[config.mk]
export PLATFORM = sky130hd
export DESIGN_NAME = grid_mesh_index_generator_top
export DESIGN_NICKNAME = d
export VERILOG_FILES = /design/src/gmig_pkg.sv /design/src/gmig_pos.sv /design/src/grid_mesh_index_generator_top.sv
export SDC_FILE = /design/constraint.sdc
export NUM_CORES = 1
export LEC_CHECK = 0
export ABC_CLOCK_PERIOD_IN_PS = 9450
export BUFFER_PORTS_ARGS = -buffer_cell sky130_fd_sc_hd__buf_2
export CAP_MARGIN = 20
export CORE_UTILIZATION = 38
export CTS_CLUSTER_SIZE = 12
export DETAILED_ROUTE_END_ITERATION = 7
export PLACE_DENSITY_LB_ADDON = 0.25
export SETUP_SLACK_MARGIN = 0.1
export SLEW_MARGIN = 15
export SYNTH_ARGS = -nofsm -noshare
export SYNTH_HDL_FRONTEND = slang
export SYNTH_SLANG_ARGS = --single-unit
export TNS_END_PERCENT = 100
[constraint.sdc]
create_clock -name clk_i -period 9.45 [get_ports clk_i]
set_input_delay 0.945 -clock clk_i [delete_from_list [all_inputs] [get_ports clk_i]]
set_output_delay 0.945 -clock clk_i [all_outputs]
set_load 0.02 [all_outputs]
[src/gmig_pkg.sv]
// Shared types and constants of the grid mesh index generator.
// No dependencies.
`timescale 1ns / 1ps

package gmig_pkg;

  localparam int unsigned DefMaxColumns = 4096;
  localparam int unsigned DefMaxRows    = 4096;

  localparam int unsigned DimWidth   = 13;
  localparam int unsigned IndexWidth = 32;
  localparam int unsigned CfgIdxWidth = 2;

  localparam logic [IndexWidth-1:0] RestartWord = 32'hffff_ffff;

  typedef enum logic [CfgIdxWidth-1:0] {
    CfgGridColumns = 2'd0,
    CfgGridRows    = 2'd1,
    CfgPeriodicWrap = 2'd2,
    CfgStripMode   = 2'd3
  } cfg_idx_e;

  typedef struct packed {
    logic [DimWidth-1:0] grid_columns;
    logic [DimWidth-1:0] grid_rows;
    logic                periodic_wrap;
    logic                strip_mode;
  } cfg_t;

  typedef struct packed {
    logic [IndexWidth-1:0] vertex_index;
    logic                  is_restart;
    logic                  mesh_last;
  } res_t;

endpackage

[src/gmig_pos.sv]
// Mesh position registers and index word generation.
// Depends on gmig_pkg.
`timescale 1ns / 1ps

module gmig_pos #(
  parameter int unsigned MAX_COLUMNS = gmig_pkg::DefMaxColumns,
  parameter int unsigned MAX_ROWS    = gmig_pkg::DefMaxRows
) (
  input  logic           clk_i,
  input  logic           rst_ni,
  input  logic           adv_i,
  input  logic           restart_i,
  input  gmig_pkg::cfg_t cfg_i,
  output gmig_pkg::res_t res_o
);

  localparam int unsigned CW = $clog2(MAX_COLUMNS + 1);
  localparam int unsigned RW = $clog2(MAX_ROWS);
  localparam int unsigned RLW = $clog2(MAX_ROWS + 1);
  localparam longint unsigned MaxBase = longint'(MAX_ROWS) * longint'(MAX_COLUMNS);
  localparam int unsigned BW = $clog2(MaxBase);
  localparam int unsigned XW = gmig_pkg::IndexWidth;

  logic [CW-1:0] column_pos_q, column_pos_d, cpos;
  logic [RW-1:0] row_pos_q, row_pos_d, rpos;
  logic [2:0]    phase_pos_q, phase_pos_d, ph;
  logic [BW-1:0] row_base_q, row_base_d, rbase;

  logic [31:0]   gc32, gr32;
  logic [CW-1:0] cols;
  logic [RLW-1:0] rows;
  logic          last_row;
  logic [CW:0]   cpos1;
  logic [CW-1:0] left, right, strip_col, vcol, strip_end, list_end;
  logic          lower;
  logic [2:0]    lph;

  assign gc32 = 32'(cfg_i.grid_columns);
  assign gr32 = 32'(cfg_i.grid_rows);

  always_comb begin
    if (gc32 < 32'd2) begin
      cols = CW'(2);
    end else if (gc32 > 32'(MAX_COLUMNS)) begin
      cols = CW'(MAX_COLUMNS);
    end else begin
      cols = CW'(gc32);
    end
    if (gr32 < 32'd2) begin
      rows = RLW'(2);
    end else if (gr32 > 32'(MAX_ROWS)) begin
      rows = RLW'(MAX_ROWS);
    end else begin
      rows = RLW'(gr32);
    end
  end

  // drop the position on a restart request
  assign cpos  = restart_i ? '0 : column_pos_q;
  assign rpos  = restart_i ? '0 : row_pos_q;
  assign ph    = restart_i ? '0 : phase_pos_q;
  assign rbase = restart_i ? '0 : row_base_q;

  assign last_row  = RLW'(rpos) >= (rows - RLW'(2));
  assign cpos1     = {1'b0, cpos} + (CW + 1)'(1);
  assign left      = (cpos >= cols) ? (cols - CW'(1)) : cpos;
  assign right     = (cpos1 >= {1'b0, cols}) ? '0 : cpos1[CW-1:0];
  assign strip_col = (cpos >= cols) ? '0 : cpos;
  assign strip_end = cfg_i.periodic_wrap ? cols : (cols - CW'(1));
  assign list_end  = cfg_i.periodic_wrap ? (cols - CW'(1)) : (cols - CW'(2));
  assign lph       = (ph > 3'd5) ? 3'd5 : ph;

  always_comb begin
    res_o.is_restart = 1'b0;
    res_o.mesh_last  = 1'b0;
    column_pos_d     = cpos;
    row_pos_d        = rpos;
    phase_pos_d      = ph;
    row_base_d       = rbase;
    vcol             = strip_col;
    lower            = 1'b0;
    if (cfg_i.strip_mode) begin
      if (ph >= 3'd2) begin
        res_o.is_restart = 1'b1;
        if (last_row) begin
          res_o.mesh_last = 1'b1;
          column_pos_d    = '0;
          row_pos_d       = '0;
          phase_pos_d     = '0;
          row_base_d      = '0;
        end else begin
          row_pos_d    = rpos + RW'(1);
          row_base_d   = rbase + BW'(cols);
          column_pos_d = '0;
          phase_pos_d  = '0;
        end
      end else if (ph == 3'd0) begin
        phase_pos_d = 3'd1;
      end else begin
        lower = 1'b1;
        if (cpos >= strip_end) begin
          phase_pos_d = 3'd2;
        end else begin
          column_pos_d = cpos1[CW-1:0];
          phase_pos_d  = 3'd0;
        end
      end
    end else begin
      case (lph)
        3'd0: begin
          vcol = left;
        end
        3'd1: begin
          vcol  = left;
          lower = 1'b1;
        end
        3'd2, 3'd3: begin
          vcol = right;
        end
        3'd4: begin
          vcol  = left;
          lower = 1'b1;
        end
        default: begin
          vcol  = right;
          lower = 1'b1;
        end
      endcase
      if (lph < 3'd5) begin
        phase_pos_d = lph + 3'd1;
      end else if (cpos >= list_end) begin
        if (last_row) begin
          res_o.mesh_last = 1'b1;
          column_pos_d    = '0;
          row_pos_d       = '0;
          phase_pos_d     = '0;
          row_base_d      = '0;
        end else begin
          row_pos_d    = rpos + RW'(1);
          row_base_d   = rbase + BW'(cols);
          column_pos_d = '0;
          phase_pos_d  = '0;
        end
      end else begin
        column_pos_d = cpos1[CW-1:0];
        phase_pos_d  = 3'd0;
      end
    end
    if (res_o.is_restart) begin
      res_o.vertex_index = gmig_pkg::RestartWord;
    end else begin
      res_o.vertex_index = XW'(rbase) + XW'(vcol) + (lower ? XW'(cols) : '0);
    end
  end

  always_ff @(posedge clk_i or negedge rst_ni) begin
    if (!rst_ni) begin
      column_pos_q <= '0;
      row_pos_q    <= '0;
      phase_pos_q  <= '0;
      row_base_q   <= '0;
    end else if (adv_i) begin
      column_pos_q <= column_pos_d;
      row_pos_q    <= row_pos_d;
      phase_pos_q  <= phase_pos_d;
      row_base_q   <= row_base_d;
    end
  end

endmodule

[src/grid_mesh_index_generator_top.sv]
// Top level of the grid mesh index generator: config registers, input and result registers.
// Depends on gmig_pkg and gmig_pos.
`timescale 1ns / 1ps

// Streams the triangle index buffer of a regular grid, one 32-bit index word per
// accepted input transaction, in list mode (six indices per quad) or strip mode
// (top/bottom pair per column, then a restart marker per row pair). Throughput is
// one word per clock while the output is not stalled: the input and result registers
// each hold one transaction and the next position is combinational, so an accepted
// transaction passes the input register, then the result register. The final word
// of the mesh carries mesh_last and the next transaction starts over.
// Write the configuration registers only while no transaction is in flight.
module grid_mesh_index_generator_top #(
  parameter int unsigned MAX_COLUMNS = gmig_pkg::DefMaxColumns,
  parameter int unsigned MAX_ROWS    = gmig_pkg::DefMaxRows
) (
  input  logic                                clk_i,
  input  logic                                rst_ni,
  input  logic                                cfg_we_i,
  input  logic [gmig_pkg::CfgIdxWidth-1:0]    cfg_idx_i,
  input  logic [gmig_pkg::DimWidth-1:0]       cfg_data_i,
  input  logic                                in_valid_i,
  output logic                                in_stall_o,
  input  logic                                restart_mesh_i,
  output logic                                out_valid_o,
  input  logic                                out_stall_i,
  output logic [gmig_pkg::IndexWidth-1:0]     vertex_index_o,
  output logic                                is_restart_o,
  output logic                                mesh_last_o
);

  gmig_pkg::cfg_t cfg_q;
  gmig_pkg::res_t res, res_q;
  logic s1_valid_q, restart_q;
  logic out_valid_q;
  logic out_free, adv, in_acc;

  always_ff @(posedge clk_i or negedge rst_ni) begin
    if (!rst_ni) begin
      cfg_q.grid_columns  <= gmig_pkg::DimWidth'(2);
      cfg_q.grid_rows     <= gmig_pkg::DimWidth'(2);
      cfg_q.periodic_wrap <= 1'b0;
      cfg_q.strip_mode    <= 1'b0;
    end else if (cfg_we_i) begin
      case (gmig_pkg::cfg_idx_e'(cfg_idx_i))
        gmig_pkg::CfgGridColumns:  cfg_q.grid_columns  <= cfg_data_i;
        gmig_pkg::CfgGridRows:     cfg_q.grid_rows     <= cfg_data_i;
        gmig_pkg::CfgPeriodicWrap: cfg_q.periodic_wrap <= cfg_data_i[0];
        gmig_pkg::CfgStripMode:    cfg_q.strip_mode    <= cfg_data_i[0];
        default: ;
      endcase
    end
  end

  assign out_free   = !out_valid_q || !out_stall_i;
  assign adv        = s1_valid_q && out_free;
  assign in_stall_o = s1_valid_q && !out_free;
  assign in_acc     = in_valid_i && !in_stall_o;

  always_ff @(posedge clk_i or negedge rst_ni) begin
    if (!rst_ni) begin
      s1_valid_q  <= 1'b0;
      out_valid_q <= 1'b0;
    end else begin
      if (in_acc) begin
        s1_valid_q <= 1'b1;
      end else if (adv) begin
        s1_valid_q <= 1'b0;
      end
      if (adv) begin
        out_valid_q <= 1'b1;
      end else if (!out_stall_i) begin
        out_valid_q <= 1'b0;
      end
    end
  end

  always_ff @(posedge clk_i) begin
    if (in_acc) begin
      restart_q <= restart_mesh_i;
    end
    if (adv) begin
      res_q <= res;
    end
  end

  gmig_pos #(
    .MAX_COLUMNS(MAX_COLUMNS),
    .MAX_ROWS   (MAX_ROWS)
  ) u_pos (
    .clk_i    (clk_i),
    .rst_ni   (rst_ni),
    .adv_i    (adv),
    .restart_i(restart_q),
    .cfg_i    (cfg_q),
    .res_o    (res)
  );

  assign out_valid_o    = out_valid_q;
  assign vertex_index_o = res_q.vertex_index;
  assign is_restart_o   = res_q.is_restart;
  assign mesh_last_o    = res_q.mesh_last;

endmodule

-- Word-level counts from Yosys, hierarchy flattened
Index checks and enable logic that the tools add are counted.
- add/subtract/negate cells: 9
- order comparisons: 12
- equal/unequal tests: 8
- muxes and demuxes: 52
- reduce and logical (&&, ||, !) cells: 18
- operator list (cell ; number):
    13-bit two-way mux ; 19
    24-bit two-way mux ; 6
    12-bit two-way mux ; 6
    13-bit greater-or-equal comparator ; 3
    32-bit adder ; 1
    13-bit > comparator (second input constant) ; 2
    13-bit by 2-bit less-than comparator with 1-bit output (second input constant) ; 2
    13-bit by 2-bit subtractor with 13-bit output (second input constant) ; 2
    24-bit by 13-bit adder with 25-bit output ; 1
    24-bit by 13-bit adder with 24-bit output ; 1
    3-bit two-way mux ; 6
    13-bit by 1-bit adder with 14-bit output (second input constant) ; 1
    14-bit by 13-bit greater-or-equal comparator with 1-bit output ; 1
    12-bit by 13-bit greater-or-equal comparator with 1-bit output ; 1
    1-bit two-way mux ; 13
    13-bit by 1-bit subtractor with 13-bit output (second input constant) ; 1
    12-bit by 1-bit adder with 12-bit output (second input constant) ; 1
    2-bit AND reduction ; 4
    3-bit by 2-bit == test with 1-bit output (second input constant) ; 2
    3-bit zero test ; 2
    3-bit OR reduction ; 2
    2-bit == test (second input constant) ; 2
    1-bit zero test ; 4
    2-bit two-way mux ; 2
    12 further kinds ; 14
- register bits: 117
- bits of input ports: 21
- output and inout port bits: 36
- word-level logic and storage cells: 113

-- Longest topological paths before layout
- depth after elaboration: 10
- gate-level depth with buffers: 41
- depth with buffers taken out: 34

-- Hierarchy
A second synthesis with hierarchy kept.
- cells, all modules: 1170
- area total of the unflattened synthesis: 10156.0 µm²
- by module, submodules not included (module ; instances ; cells each ; area an instance (µm²) ; sequential area each (µm²)):
    gmig_pos ; 1 ; 1065 ; 7930.1 ; 1301.2
    grid_mesh_index_generator_top ; 1 ; 105 ; 2225.9 ; 1804.2

-- Worst setup path before layout
No wires, ideal clock.
- kind: register -> register
- from: register restart_q
- to: register res_q, in the netlist vertex_index_o[21], data pin
- setup time: 270 ps
- arrival time: 7612 ps
- required time: 9180 ps
- setup slack: 1567 ps
- stages on the path, launching flop included: 39
- path buffers: 7
- clock period less this slack: 7883 ps
- cell sequence: edfxtp_1 > clkbuf_1 > clkbuf_1 > buf_2 > buf_2 > buf_2 > nand2b_1 > inv_1 > ha_1 > and4b_1 > and3_1 > and2_1 > buf_2 > nand2_1 > or3_1 > a21oi_2 > ha_1 > a21oi_1 > [... 3 more ...] > a41oi_2 > buf_2 > nand2_1 > o221ai_1 > ha_1 > fa_1 > a211oi_1 > o21ai_0 > xor2_1 > ha_1 > a21o_1 > or3_1 > o211a_1 > o41ai_1 > or2_2 > nor4b_4 > a31oi_1 > o21ai_1
- word-level cells in the longest chain between the ends: 9
- elaborated cells between the ends (all ways): 31
- those cells by class: 3 x add/sub; 4 x order compare; 4 x eq/ne; 16 x mux; 4 x reduce/logical
- ends and longest elaborated chain (element ; RTL line ; text):
    start: declaration ; grid_mesh_index_generator_top.sv:34 ; logic s1_valid_q, restart_q;
    start signal: assignment ; grid_mesh_index_generator_top.sv:80 ; restart_q <= restart_mesh_i;
    branches (longest 9 deep; another with 32-bit adder) ; n/a ;
    end signal: assignment ; grid_mesh_index_generator_top.sv:83 ; res_q <= res;
    end: declaration ; grid_mesh_index_generator_top.sv:33 ; gmig_pkg::res_t res, res_q;
Parallel ways; which one is timed is not known.
A chain may end at the register's enable or synchronous reset.

-- Worst setup path in the final report
- from: register restart_q
- to: register res_q, in the netlist vertex_index_o[22], data pin
The elaborated chain is that of the path after synthesis.

==> impl_metrics.json <==
{
  "status": "finished clean",
  "routed_wl_microns": 31700,
  "hold_class": "flop to flop",
  "clk_latency_ns": 0.37,
  "finClkSkew_ns": 0.0156,
  "maxSlewViolCount": 0,
  "critPathSlowestCell": "nor4_4",
  "multi_input_area_sq_um": 7390,
  "syn_nets": 1418,
  "die_w_microns": 170,
  "hold_viol_final": 0,
  "synth_compound_area_share_pct": 23.1,
  "gr-usage-met3_pct": 4.28,
  "layoutNonFillerInstCount": 1690,
  "cts_tree": "done",
  "grt_antenna_before_repair": 2,
  "synth_top_family_by_area": "compound AO/OA/AOI/OAI gates",
  "syn-instance-count": 1281,
  "synthMuxAreaShare_pct": 3.41,
  "p_switching_uw": 692,
  "ys.flop_type": "dfrtp_1",
  "pwr-share-clk_pct": 24.3,
  "yosysTopAreaCell": "dfrtp_1",
  "peakVddDrop_mv": 0.120,
  "slowest_delay_ns": 0.45,
  "path_clk_slew_ns": 0.09,
  "fmax_mhz": 120,
  "cp-start-kind": "flop",
  "synth-simple-area-share_pct": 22.2,
  "rsz0062_at_grt": "no",
  "routedWlPerCell_microns": 18.8,
  "clk_path_buf_depth": 2,
  "clockRootBuffer": "clkbuf_16",
  "max-cap-violations": 0,
  "cts_hold_buf": 0,
  "endpoint_kind": "flop",
  "core_sq_um": 27900,
  "synthDominantCellAreaShare_pct": 18.6,
  "rows": 61,
  "pwr_density_cell_nw_per_um2": 143,
  "ys_seq_elements": 112,
  "grt_overflow": 0,
  "p_int_uw": 987,
  "crit_arrival_ns": 8.45,
  "grtUsageTotal_pct": 22.3,
  "syn_area_sq_um": 10800,
  "tightest_slew_ns": 1.02,
  "gp_congestion": 0.938,
  "final_cell_mix": "nand2_1, ha_1, nor2_1",
  "grt_pass1_vias": 9031,
  "cp_max_fo": 28,
  "layout-drive-gt1-share_pct": 11.1,
  "netSwitchingFraction_pct": 41.2,
  "crit_type": "flop to flop",
  "power_leakage_nw": 5.38,
  "drt_pass1_iterations": 5,
  "avgViaCountPerCell": 5.75,
  "io-pin-count": 57,
  "slew-limit-headroom_pct": 31.5,
  "seq_area_frac_synth_pct": 27.4,
  "synth-xor-area-share_pct": 6.02,
  "drt-initial-drc-count": 761,
  "synthAdderAreaFrac_pct": 13.8,
  "via_count": 9718,
  "syn_to_final_growth_pct": 8.78,
  "nFillCells": 2836,
  "postCtsSetupBuffers": 0,
  "fin_nets": 1443,
  "final_common_cell": "nand2_1",
  "pwr-share-comb_pct": 39.2,
  "ys_warn_count": 0,
  "top_usage_layer": "met2",
  "setup_tns_ns": 0,
  "reg2reg_depth": 33,
  "hold_path_depth": 1,
  "postRouteAntennaNets": 0,
  "ctsHtreeMaxLevel": 3,
  "port-buffer-count": 56,
  "grt_pass1_wl_microns": 49700,
  "start_util_pct": 38.7,
  "syn_avg_cell_area_sq_um": 8.41,
  "crit_required_ns": 9.55,
  "async_flop_share_pct": 73.2,
  "dp.cells": 1672,
  "die_y_microns": 170,
  "ctsResizeCount": 0,
  "fin_crit_ns": 8.35,
  "drc_errors": 0,
  "synth.distinct_cells": 85,
  "globalRouteMet1Util_pct": 30.1,
  "met2_usage_pct": 35.4,
  "register_area_sq_um": 2960,
  "fp.dieArea_sq_um": 29000,
  "hpwlAfterDp_microns": 24600,
  "seq_power_share_pct": 36.5,
  "synth-edff-count": 30,
  "numClockSinks": 112,
  "cts_buffers": 9,
  "grt_max_degree": 59,
  "synth_area_leaders": "dfrtp_1, ha_1, edfxtp_1",
  "period_share_pct": 88.3,
  "finalSetupViolations": 0
}
## area by class of cell
class / instances / share of cell area [%]
diodes: 1 / 0.0214
clock buffers: 9 / 1.92
inverters: 50 / 1.60
multi-input cells: 1061 / 63.1
repair buffers: 72 / 3.44
clock inverters: 7 / 0.683
flip-flops and latches: 112 / 25.2
well taps: 378 / 4.04
## cells in the mapped netlist, types with 7 or more instances
cell type  number
a211oi_1       13
a21o_1         41
a21oi_1        82
a221o_1         7
a22o_1          9
a31oi_1        10
and3_1         15
buf_2          11
clkbuf_1       40
dfrtp_1        80
edfxtp_1       30
ha_1          113
inv_1          48
mux2_2         30
nand2_1       114
nand2b_1       30
nand3_1        38
nand3b_1        7
nand4_1        16
nor2_1        100
nor2b_1        50
nor3_1         31
nor4_1         17
o211ai_1       20
o21a_1         14
o21ai_0        92
o31ai_1        14
or3_1           8
xnor2_1        48
xor2_1         26
## metrics by stage
stage	instance area (sq um)	utilization [%]	total power, mW	hold slack (ns)	setup slack (ns)
floorplan	10800	-	1.08	0.437	1.57
global placement	11400	40.9	1.26	0.455	1.42
detailed placement	11400	40.9	1.27	0.462	1.22
CTS	11700	42.0	1.68	0.483	1.20
global route	11700	42.1	1.78	0.500	0.510
finish	11700	42.1	1.68	0.479	1.10
## power groups by stage
stage | Sequential, mW | Clock [mW] | Combinational [mW]
floorplan | 0.613 | 0 | 0.464
global placement | 0.622 | 0 | 0.640
detailed placement | 0.623 | 0 | 0.646
CTS | 0.613 | 0.418 | 0.651
global route | 0.623 | 0.435 | 0.725
finish | 0.613 | 0.407 | 0.659
## critical path: cells and delay by family (launching register included)
family	cells	cell delay, ns
flops	1	0.39
buf+inv	2	0.44
simple gates	13	2.95
xor+xnor	1	0.15
fa+ha+maj	4	1.26
compound gates	13	2.88
## sequential cells by signal, indices dropped and copies added (netlist names)
signal and cells:
u_pos.row_base_q 24, u_pos.column_pos_q 13, cfg_q 28, is_restart_o 1, u_pos.row_pos_q 12, restart_q 1
out_valid_o 1, u_pos.phase_pos_q 3, s1_valid_q 1, mesh_last_o 1, vertex_index_o 27
## kinds of logic after synthesis
kind of cell               Yosys count
AOI/OAI and AO/OA                  377
xor gates and xnor gates            74
muxes                               33
DFF                                112
adders and majority gates          117
buffers and inverters              108
and+or+nand+nor                    460
## metal layers
layer | wire length, microns | vias to the layer above
met5 | 12 | -
met4 | 779 | 2
met3 | 2050 | 42
met2 | 14100 | 310
met1 | 14700 | 4586
li1 | - | 4778
## worst paths after layout
check	from	to	slack (ns)
min in group asynchronous	rst_ni	u_pos.column_pos_q[4]$_DFFE_PN0P_	0.50
worst max register to register	restart_q$_DFFE_PP_	vertex_index_o[22]$_SDFFCE_PP1P_	1.10
worst min register to register	u_pos.row_pos_q[11]$_DFFE_PN0P_	u_pos.row_pos_q[11]$_DFFE_PN0P_	0.48
worst min-delay path	u_pos.row_pos_q[11]$_DFFE_PN0P_	u_pos.row_pos_q[11]$_DFFE_PN0P_	0.48
worst max-delay path	restart_q$_DFFE_PP_	vertex_index_o[22]$_SDFFCE_PP1P_	1.10
max in group asynchronous	rst_ni	u_pos.row_pos_q[5]$_DFFE_PN0P_	7.85
Power figures use the tool's default switching activity.
